===== config.mk =====
export PLATFORM = sky130hd
export DESIGN_NAME = dedup_task_ring_queue
export DESIGN_NICKNAME = d
export VERILOG_FILES = /design/src/hdl/dtrq_pkg.sv /design/src/hdl/dtrq_ring.sv /design/src/hdl/dedup_task_ring_queue.sv
export SDC_FILE = /design/constraint.sdc
export NUM_CORES = 1
export LEC_CHECK = 0
export BUFFER_PORTS_ARGS = -buffer_cell sky130_fd_sc_hd__buf_2
export CAP_MARGIN = 10
export CORE_ASPECT_RATIO = 0.9
export CORE_MARGIN = 4
export CORE_UTILIZATION = 45
export DETAILED_ROUTE_END_ITERATION = 16
export SETUP_SLACK_MARGIN = 0.15
export SLEW_MARGIN = 15
export SYNTH_ARGS = -nofsm -noshare
export SYNTH_HDL_FRONTEND = slang
export SYNTH_SLANG_ARGS = --single-unit

===== constraint.sdc =====
create_clock -name clk -period 9.3 [get_ports clk]
set_clock_uncertainty 0.2 [all_clocks]
set_input_delay 0.465 -clock clk [delete_from_list [all_inputs] [get_ports clk]]
set_output_delay 0.465 -clock clk [all_outputs]
set_load 0.01 [all_outputs]

===== src/hdl/dtrq_pkg.sv =====
// dtrq_pkg: shared types and constants for the duplicate-suppressing task ring queue
// holds the field widths, the status codes and the sequencer states
// used by dtrq_ring and dedup_task_ring_queue
`default_nettype none

package dtrq_pkg;

	localparam int DEF_QUEUE_SLOTS = 16;
	localparam int ID_W            = 16;
	localparam int STATUS_W        = 3;
	localparam int COUNT_W         = 4;
	localparam int COUNT_MAX       = 15;

	typedef enum logic [STATUS_W-1:0] {
		STAT_POSTED = 3'd0,
		STAT_DUP    = 3'd1,
		STAT_FULL   = 3'd2,
		STAT_POPPED = 3'd3,
		STAT_EMPTY  = 3'd4
	} status_t;

	typedef enum logic [1:0] {
		SEQ_IDLE,
		SEQ_SCAN,
		SEQ_POP
	} seq_state_t;

	typedef enum logic {
		FUNC_POST = 1'b0,
		FUNC_POP  = 1'b1
	} func_t;

endpackage

`default_nettype wire


===== src/hdl/dtrq_ring.sv =====
// dtrq_ring: storage of the task ring, one write port and one registered read port
// the read port reads every cycle at the given address
// depends on dtrq_pkg for the identifier width and the default slot count
`default_nettype none

module dtrq_ring #(
	parameter int QUEUE_SLOTS = dtrq_pkg::DEF_QUEUE_SLOTS,
	localparam int IDX_W = (QUEUE_SLOTS > 1) ? $clog2(QUEUE_SLOTS) : 1
) (
	input  wire logic                      clk,
	input  wire logic                      wr_en,
	input  wire logic [IDX_W-1:0]          wr_addr,
	input  wire logic [dtrq_pkg::ID_W-1:0] wr_data,
	input  wire logic [IDX_W-1:0]          rd_addr,
	output logic      [dtrq_pkg::ID_W-1:0] rd_data
);

	logic [dtrq_pkg::ID_W-1:0] mem [QUEUE_SLOTS];
	logic [dtrq_pkg::ID_W-1:0] rd_data_q;

	always_ff @(posedge clk) begin
		if (wr_en) begin
			mem[wr_addr] <= wr_data;
		end
	end

	always_ff @(posedge clk) begin
		rd_data_q <= mem[rd_addr];
	end

	assign rd_data = rd_data_q;

endmodule

`default_nettype wire


===== src/hdl/dedup_task_ring_queue.sv =====
// dedup_task_ring_queue: top level, sequencer and shared compare unit of the task ring queue
// depends on dtrq_pkg and dtrq_ring
//
// Usage:
//   A command is transferred at a rising edge with start high and busy low.
//   func selects post (0) or pop (1); task_id is the identifier to post.
//   busy stays high from the cycle after the transfer until the result is out.
//   Each command gives exactly one result: status, popped_id and pending_count
//   are valid for the single cycle in which done is high. The receiver cannot
//   stall; a result is gone after that cycle.
// Sequencing:
//   A post walks the pending entries oldest first, one ring read and one
//   compare a cycle through the single read port and the shared comparator.
//   With n tasks pending before it (at most QUEUE_SLOTS-1), the walk reads all n
//   entries before the post is taken or refused as full; a duplicate stops the
//   walk early. A pop passes through the SEQ_POP state and then raises done.
//   The next command may be transferred in the cycle done is high.
// Reset:
//   arst_n low empties the queue (head, tail and count zero) and idles the
//   sequencer. Ring contents are not cleared; only occupied entries are compared or popped.
`default_nettype none

module dedup_task_ring_queue #(
	parameter int QUEUE_SLOTS = dtrq_pkg::DEF_QUEUE_SLOTS
) (
	input  wire logic                           clk,
	input  wire logic                           arst_n,
	input  wire logic                           start,
	output logic                                busy,
	input  wire logic                           func,
	input  wire logic [dtrq_pkg::ID_W-1:0]      task_id,
	output logic                                done,
	output logic      [dtrq_pkg::STATUS_W-1:0]  status,
	output logic      [dtrq_pkg::ID_W-1:0]      popped_id,
	output logic      [dtrq_pkg::COUNT_W-1:0]   pending_count
);

	localparam int IDX_W = (QUEUE_SLOTS > 1) ? $clog2(QUEUE_SLOTS) : 1;
	localparam int EXT_W = (IDX_W > dtrq_pkg::COUNT_W) ? IDX_W : dtrq_pkg::COUNT_W;
	localparam logic [IDX_W-1:0] LAST_IDX = IDX_W'(QUEUE_SLOTS - 1);

	dtrq_pkg::seq_state_t state_q, state_n;

	logic [IDX_W-1:0] head_q, head_n;
	logic [IDX_W-1:0] tail_q, tail_n;
	logic [IDX_W-1:0] cnt_q, cnt_n;
	logic [IDX_W-1:0] ptr_q, ptr_n;
	logic [IDX_W-1:0] left_q, left_n;
	logic             pend_q, pend_n;
	logic [dtrq_pkg::ID_W-1:0] id_q, id_n;

	logic                          done_q, done_n;
	logic [dtrq_pkg::STATUS_W-1:0] status_q, status_n;
	logic [dtrq_pkg::ID_W-1:0]     popped_q, popped_n;
	logic [dtrq_pkg::COUNT_W-1:0]  pcount_q, pcount_n;

	logic                      wr_en;
	logic [IDX_W-1:0]          rd_addr;
	logic [dtrq_pkg::ID_W-1:0] rd_data;
	logic                      id_match;
	logic                      finish;
	logic [EXT_W-1:0]          cnt_ext;

	function automatic logic [IDX_W-1:0] ring_next(input logic [IDX_W-1:0] i);
		ring_next = (i == LAST_IDX) ? '0 : i + IDX_W'(1);
	endfunction

	dtrq_ring #(
		.QUEUE_SLOTS(QUEUE_SLOTS)
	) u_ring (
		.clk     (clk),
		.wr_en   (wr_en),
		.wr_addr (tail_q),
		.wr_data (id_q),
		.rd_addr (rd_addr),
		.rd_data (rd_data)
	);

	// shared compare unit
	assign id_match = (rd_data == id_q);
	assign rd_addr  = (state_q == dtrq_pkg::SEQ_SCAN) ? ptr_q : head_q;

	always_comb begin
		state_n  = state_q;
		head_n   = head_q;
		tail_n   = tail_q;
		cnt_n    = cnt_q;
		ptr_n    = ptr_q;
		left_n   = left_q;
		pend_n   = 1'b0;
		id_n     = id_q;
		status_n = status_q;
		popped_n = '0;
		finish   = 1'b0;
		wr_en    = 1'b0;
		case (state_q)
			dtrq_pkg::SEQ_IDLE: begin
				if (start) begin
					id_n   = task_id;
					ptr_n  = head_q;
					left_n = cnt_q;
					if (func == dtrq_pkg::FUNC_POP) begin
						state_n = dtrq_pkg::SEQ_POP;
					end else begin
						state_n = dtrq_pkg::SEQ_SCAN;
					end
				end
			end
			dtrq_pkg::SEQ_SCAN: begin
				if (left_q != '0) begin
					ptr_n  = ring_next(ptr_q);
					left_n = left_q - IDX_W'(1);
					pend_n = 1'b1;
				end
				if (pend_q && id_match) begin
					finish   = 1'b1;
					status_n = dtrq_pkg::STAT_DUP;
				end else if (left_q == '0 && !pend_q) begin
					finish = 1'b1;
					if (cnt_q == LAST_IDX) begin
						status_n = dtrq_pkg::STAT_FULL;
					end else begin
						wr_en    = 1'b1;
						tail_n   = ring_next(tail_q);
						cnt_n    = cnt_q + IDX_W'(1);
						status_n = dtrq_pkg::STAT_POSTED;
					end
				end
				if (finish) begin
					state_n = dtrq_pkg::SEQ_IDLE;
					pend_n  = 1'b0;
				end
			end
			dtrq_pkg::SEQ_POP: begin
				finish  = 1'b1;
				state_n = dtrq_pkg::SEQ_IDLE;
				if (cnt_q == '0) begin
					status_n = dtrq_pkg::STAT_EMPTY;
				end else begin
					popped_n = rd_data;
					head_n   = ring_next(head_q);
					cnt_n    = cnt_q - IDX_W'(1);
					status_n = dtrq_pkg::STAT_POPPED;
				end
			end
			default: begin
				state_n = dtrq_pkg::SEQ_IDLE;
			end
		endcase
		done_n = finish;
	end

	// saturate the count into the output field
	assign cnt_ext  = EXT_W'(cnt_n);
	assign pcount_n = (cnt_ext > EXT_W'(dtrq_pkg::COUNT_MAX)) ?
		dtrq_pkg::COUNT_W'(dtrq_pkg::COUNT_MAX) : cnt_ext[dtrq_pkg::COUNT_W-1:0];

	always_ff @(posedge clk or negedge arst_n) begin
		if (!arst_n) begin
			state_q <= dtrq_pkg::SEQ_IDLE;
			head_q  <= '0;
			tail_q  <= '0;
			cnt_q   <= '0;
			left_q  <= '0;
			pend_q  <= 1'b0;
			done_q  <= 1'b0;
		end else begin
			state_q <= state_n;
			head_q  <= head_n;
			tail_q  <= tail_n;
			cnt_q   <= cnt_n;
			left_q  <= left_n;
			pend_q  <= pend_n;
			done_q  <= done_n;
		end
	end

	always_ff @(posedge clk) begin
		ptr_q <= ptr_n;
		id_q  <= id_n;
		if (finish) begin
			status_q <= status_n;
			popped_q <= popped_n;
			pcount_q <= pcount_n;
		end
	end

	assign busy          = (state_q != dtrq_pkg::SEQ_IDLE);
	assign done          = done_q;
	assign status        = status_q;
	assign popped_id     = popped_q;
	assign pending_count = pcount_q;

endmodule

`default_nettype wire


==> flow_metrics.env <==
export IMPL_critPathKind="reg2reg"
export IMPL_synth_area_leader_cell="edfxtp_1"
export IMPL_critPathTopFamily="buffers and inverters"
export IMPL_async_flop_share=0.0597
export IMPL_finalPower_mw=4.53
export IMPL_port_buffers=44
export IMPL_ys_seq_area_frac=0.733
export IMPL_cts_sinks=335
export IMPL_drt_iter0_markers=628
export IMPL_maxSlewHeadroom=0.370
export IMPL_synthSimpleGateAreaFrac=0.0458
export IMPL_worst_ep_required_time_ns=9.48
export IMPL_hpwlAfterDp_mm=16.7
export IMPL_rsz0062_at_grt="no"
export IMPL_die_area_sq_mm=0.0325
export IMPL_yosysUniqueCellTypes=55
export IMPL_cap_violations=0
export IMPL_grt_usage=0.176
export IMPL_path_cells="inv_1, ha_1, mux2i_4, buf_4, buf_4, mux4_1, nor2b_1, a211oi_1, a21oi_1"
export IMPL_numCtsBuffers=35
export IMPL_syn_nets=726
export IMPL_wl_mm=28.2
export IMPL_grt_ovfl_total=0
export IMPL_die_width_microns=190
export IMPL_seq_power_share=0.456
export IMPL_path_common_cell="buf_4"
export IMPL_post_route_util=0.528
export IMPL_p_comb_frac=0.245
export IMPL_tns_ns=0
export IMPL_fill_cells=2326
export IMPL_num_vias=6745
export IMPL_ys_ff_latch=335
export IMPL_rows=59
export IMPL_cts_setup_buffers=0
export IMPL_p_int_mw=3.21
export IMPL_drive_above_1_share=0.210
export IMPL_grt_pass1_vias=6729
export IMPL_worstMarginPinSlew_ns=0.944
export IMPL_cts_buffer_depth=3
export IMPL_nNetsFinal=815
export IMPL_cpPeakStageDelay_ns=0.79
export IMPL_p_sw_frac=0.292
export IMPL_setup_viol=0
export IMPL_finalHoldViolCount=0
export IMPL_drcViolationCount=0
export IMPL_cp_slowest_cell="ha_1"
export IMPL_dp_cells=1124
export IMPL_hold_class="in2reg"
export IMPL_yosys_area_top_type_share=0.672
export IMPL_synthesis_instances=694
export IMPL_finalCriticalPeriod_ns=4.25
export IMPL_crit_arrival_ns=4.43
export IMPL_status="complete, no violations"
export IMPL_start_util=0.460
export IMPL_ys_warn_count=0
export IMPL_cts_root_buf="clkbuf_16"
export IMPL_htreeDepth=2
export IMPL_slew_viol_final=0
export IMPL_ant_nets=0
export IMPL_synth_common_cells="299 x edfxtp_1, 39 x mux4_2, 25 x mux4_1"
export IMPL_synth_adder_area_share=0.0112
export IMPL_dr_pass1_iters=4
export IMPL_yosysMostFrequentCell="edfxtp_1"
export IMPL_end_kind="flop"
export IMPL_ys_top_cells_by_area="edfxtp_1 67%, mux4_2 6.6%, mux4_1 4.9%, dfrtp_1 3.7%, dfxtp_1 2.4%"
export IMPL_insertion_delay_ns=0.51
export IMPL_cts_tree="built"
export IMPL_ios=45
export IMPL_power_density_mw_per_mm2=295
export IMPL_die_h_microns=171
export IMPL_fmax_mhz=235
export IMPL_synthXorXnorAreaFrac=0.0131
export IMPL_critPathBufInv=3
export IMPL_core_sq_mm=0.0291
export IMPL_synth_top_family_by_area="multiplexers"
export IMPL_p_sw_mw=1.32
export IMPL_power_leakage_nw=5.36
export IMPL_synth_ff_type="edfxtp_1"
export IMPL_irDropWorstVdd_uv=155
export IMPL_design_area_sq_mm=0.0154
export IMPL_clkTransAtPathRegs_ns=0.06
export IMPL_synth_area_per_cell_sq_um=19.3
export IMPL_grt_max_degree=65
export IMPL_n_antenna_cell=0
export IMPL_place_area_sq_mm=0.0140
export IMPL_viasPerCell=5.59
export IMPL_grt_first_pass_wirelength_mm=42.6
export IMPL_synth_area_sq_mm=0.0134
export IMPL_gp_congestion=0.784
export IMPL_hold_buffers=16
export IMPL_final_cell_count_no_fill=1206
export IMPL_synth_edf_count=299
export IMPL_path_max_fanout=36
export IMPL_synthMuxAreaShare=0.134
export IMPL_cp_start_kind="flop"
export IMPL_synth_compound_area_frac=0.0381
export IMPL_post_route_period_util=0.457
export IMPL_area_delta_synth_final_pct=14.9
export IMPL_antenna_found_initial=1
export IMPL_p_clk_frac=0.299
export IMPL_routedWlPerCell_microns=23.4
export IMPL_cts_resized_gates=0
[flip-flops by register name, summed over array words and instances, names as in the netlist]
name	count
u_ring.mem	256
id_q	16
popped_id	16
u_ring.rd_data	16
cnt_q	4
head_q	4
left_q	4
pending_count	4
ptr_q	4
tail_q	4
status	3
state_q	2
done	1
pend_q	1
[power by group through the flow]
stage / Sequential (mW) / Combinational (mW) / Clock (mW)
floorplan: 2.01 / 0.902 / 0
global placement: 2.08 / 1.09 / 0
detailed placement: 2.10 / 1.10 / 0
CTS: 2.07 / 1.11 / 1.39
global route: 2.09 / 1.21 / 1.46
finish: 2.07 / 1.11 / 1.36
[cells in the final DEF, fill, tap and decap left out, types with 5 or more instances in the layout]
| cell type | instances |
|---|---|
| mux4_2 | 39 |
| dfxtp_1 | 16 |
| a21oi_1 | 21 |
| edfxtp_1 | 299 |
| buf_2 | 44 |
| ha_1 | 12 |
| mux2i_1 | 19 |
| buf_4 | 22 |
| xor2_1 | 16 |
| and2_1 | 17 |
| a211oi_1 | 16 |
| nand3_1 | 8 |
| mux4_1 | 25 |
| inv_1 | 12 |
| nand2_1 | 24 |
| nor2b_1 | 15 |
| dlygate4sd3_1 | 17 |
| clkbuf_16 | 35 |
| a21o_1 | 6 |
| nor4_1 | 6 |
| dfrtp_1 | 20 |
| clkbuf_1 | 11 |
| o21ai_0 | 14 |
| nor2_1 | 17 |
| or3_1 | 5 |
[worst paths after layout]
check	endpoint	slack, ns	from	cells past startpoint
max in group asynchronous	head_q[2]$_DFFE_PN0P_	8.32	arst_n	2
hold / removal	state_q[1]$_DFFE_PN0P_	0.05	func	3
setup / recovery	u_ring.rd_data[2]$_DFF_P_	5.05	state_q[1]$_DFFE_PN0P_	9
setup reg to reg	u_ring.rd_data[2]$_DFF_P_	5.05	state_q[1]$_DFFE_PN0P_	9
min in group asynchronous	cnt_q[1]$_DFF_PN0_	0.25	arst_n	2
hold reg to reg	left_q[1]$_DFFE_PN0P_	0.36	left_q[1]$_DFFE_PN0P_	2
[worst min-delay path, delay by kind of cell]
family | cells | cell delay, ns
buf+inv | 1 | 0.11
compound gates | 1 | 0.08
simple gates | 1 | 0.06
[final cells by class]
cell class,instances,area [sq um],share of cell area
clock inverter,16,179,0.0117
multi-input combinational,315,3310,0.216
tap,396,495,0.0323
clock buffer,48,945,0.0615
inverter,12,45.0,0.00293
timing repair buffer,84,583,0.0380
sequential,335,9800,0.638
[stage by stage]
step | setup WS, ns | hold slack [ns]
finish | 5.05 | 0.0471
global route | 4.70 | 0.0698
CTS | 4.93 | 0.00133
detailed placement | 4.96 | 0.258
global placement | 4.99 | 0.247
floorplan | 6.00 | -0.0306
[metal layers]
| metal | global-route usage | routed length [microns] | vias up |
|---|---|---|---|
| met5 | 0 | 0 | - |
| met4 | 0.0374 | 387 | 0 |
| met3 | 0.0308 | 1570 | 35 |
| met2 | 0.290 | 13700 | 219 |
| met1 | 0.251 | 12500 | 3499 |
| li1 | - | - | 2992 |
[cells by family (layout without fill, tap and decap cells)]
kind of cell | after synthesis | count (layout)
adder cells (fa/ha/maj) | 12 | 12
XOR/XNOR | 20 | 20
flip-flops | 335 | 335
buffers and inverters | 44 | 160
AND/OR/NAND/NOR | 116 | 116
AO/OA/AOI/OAI | 78 | 78
multiplexers | 89 | 89
(Power assumes the default switching activity.)
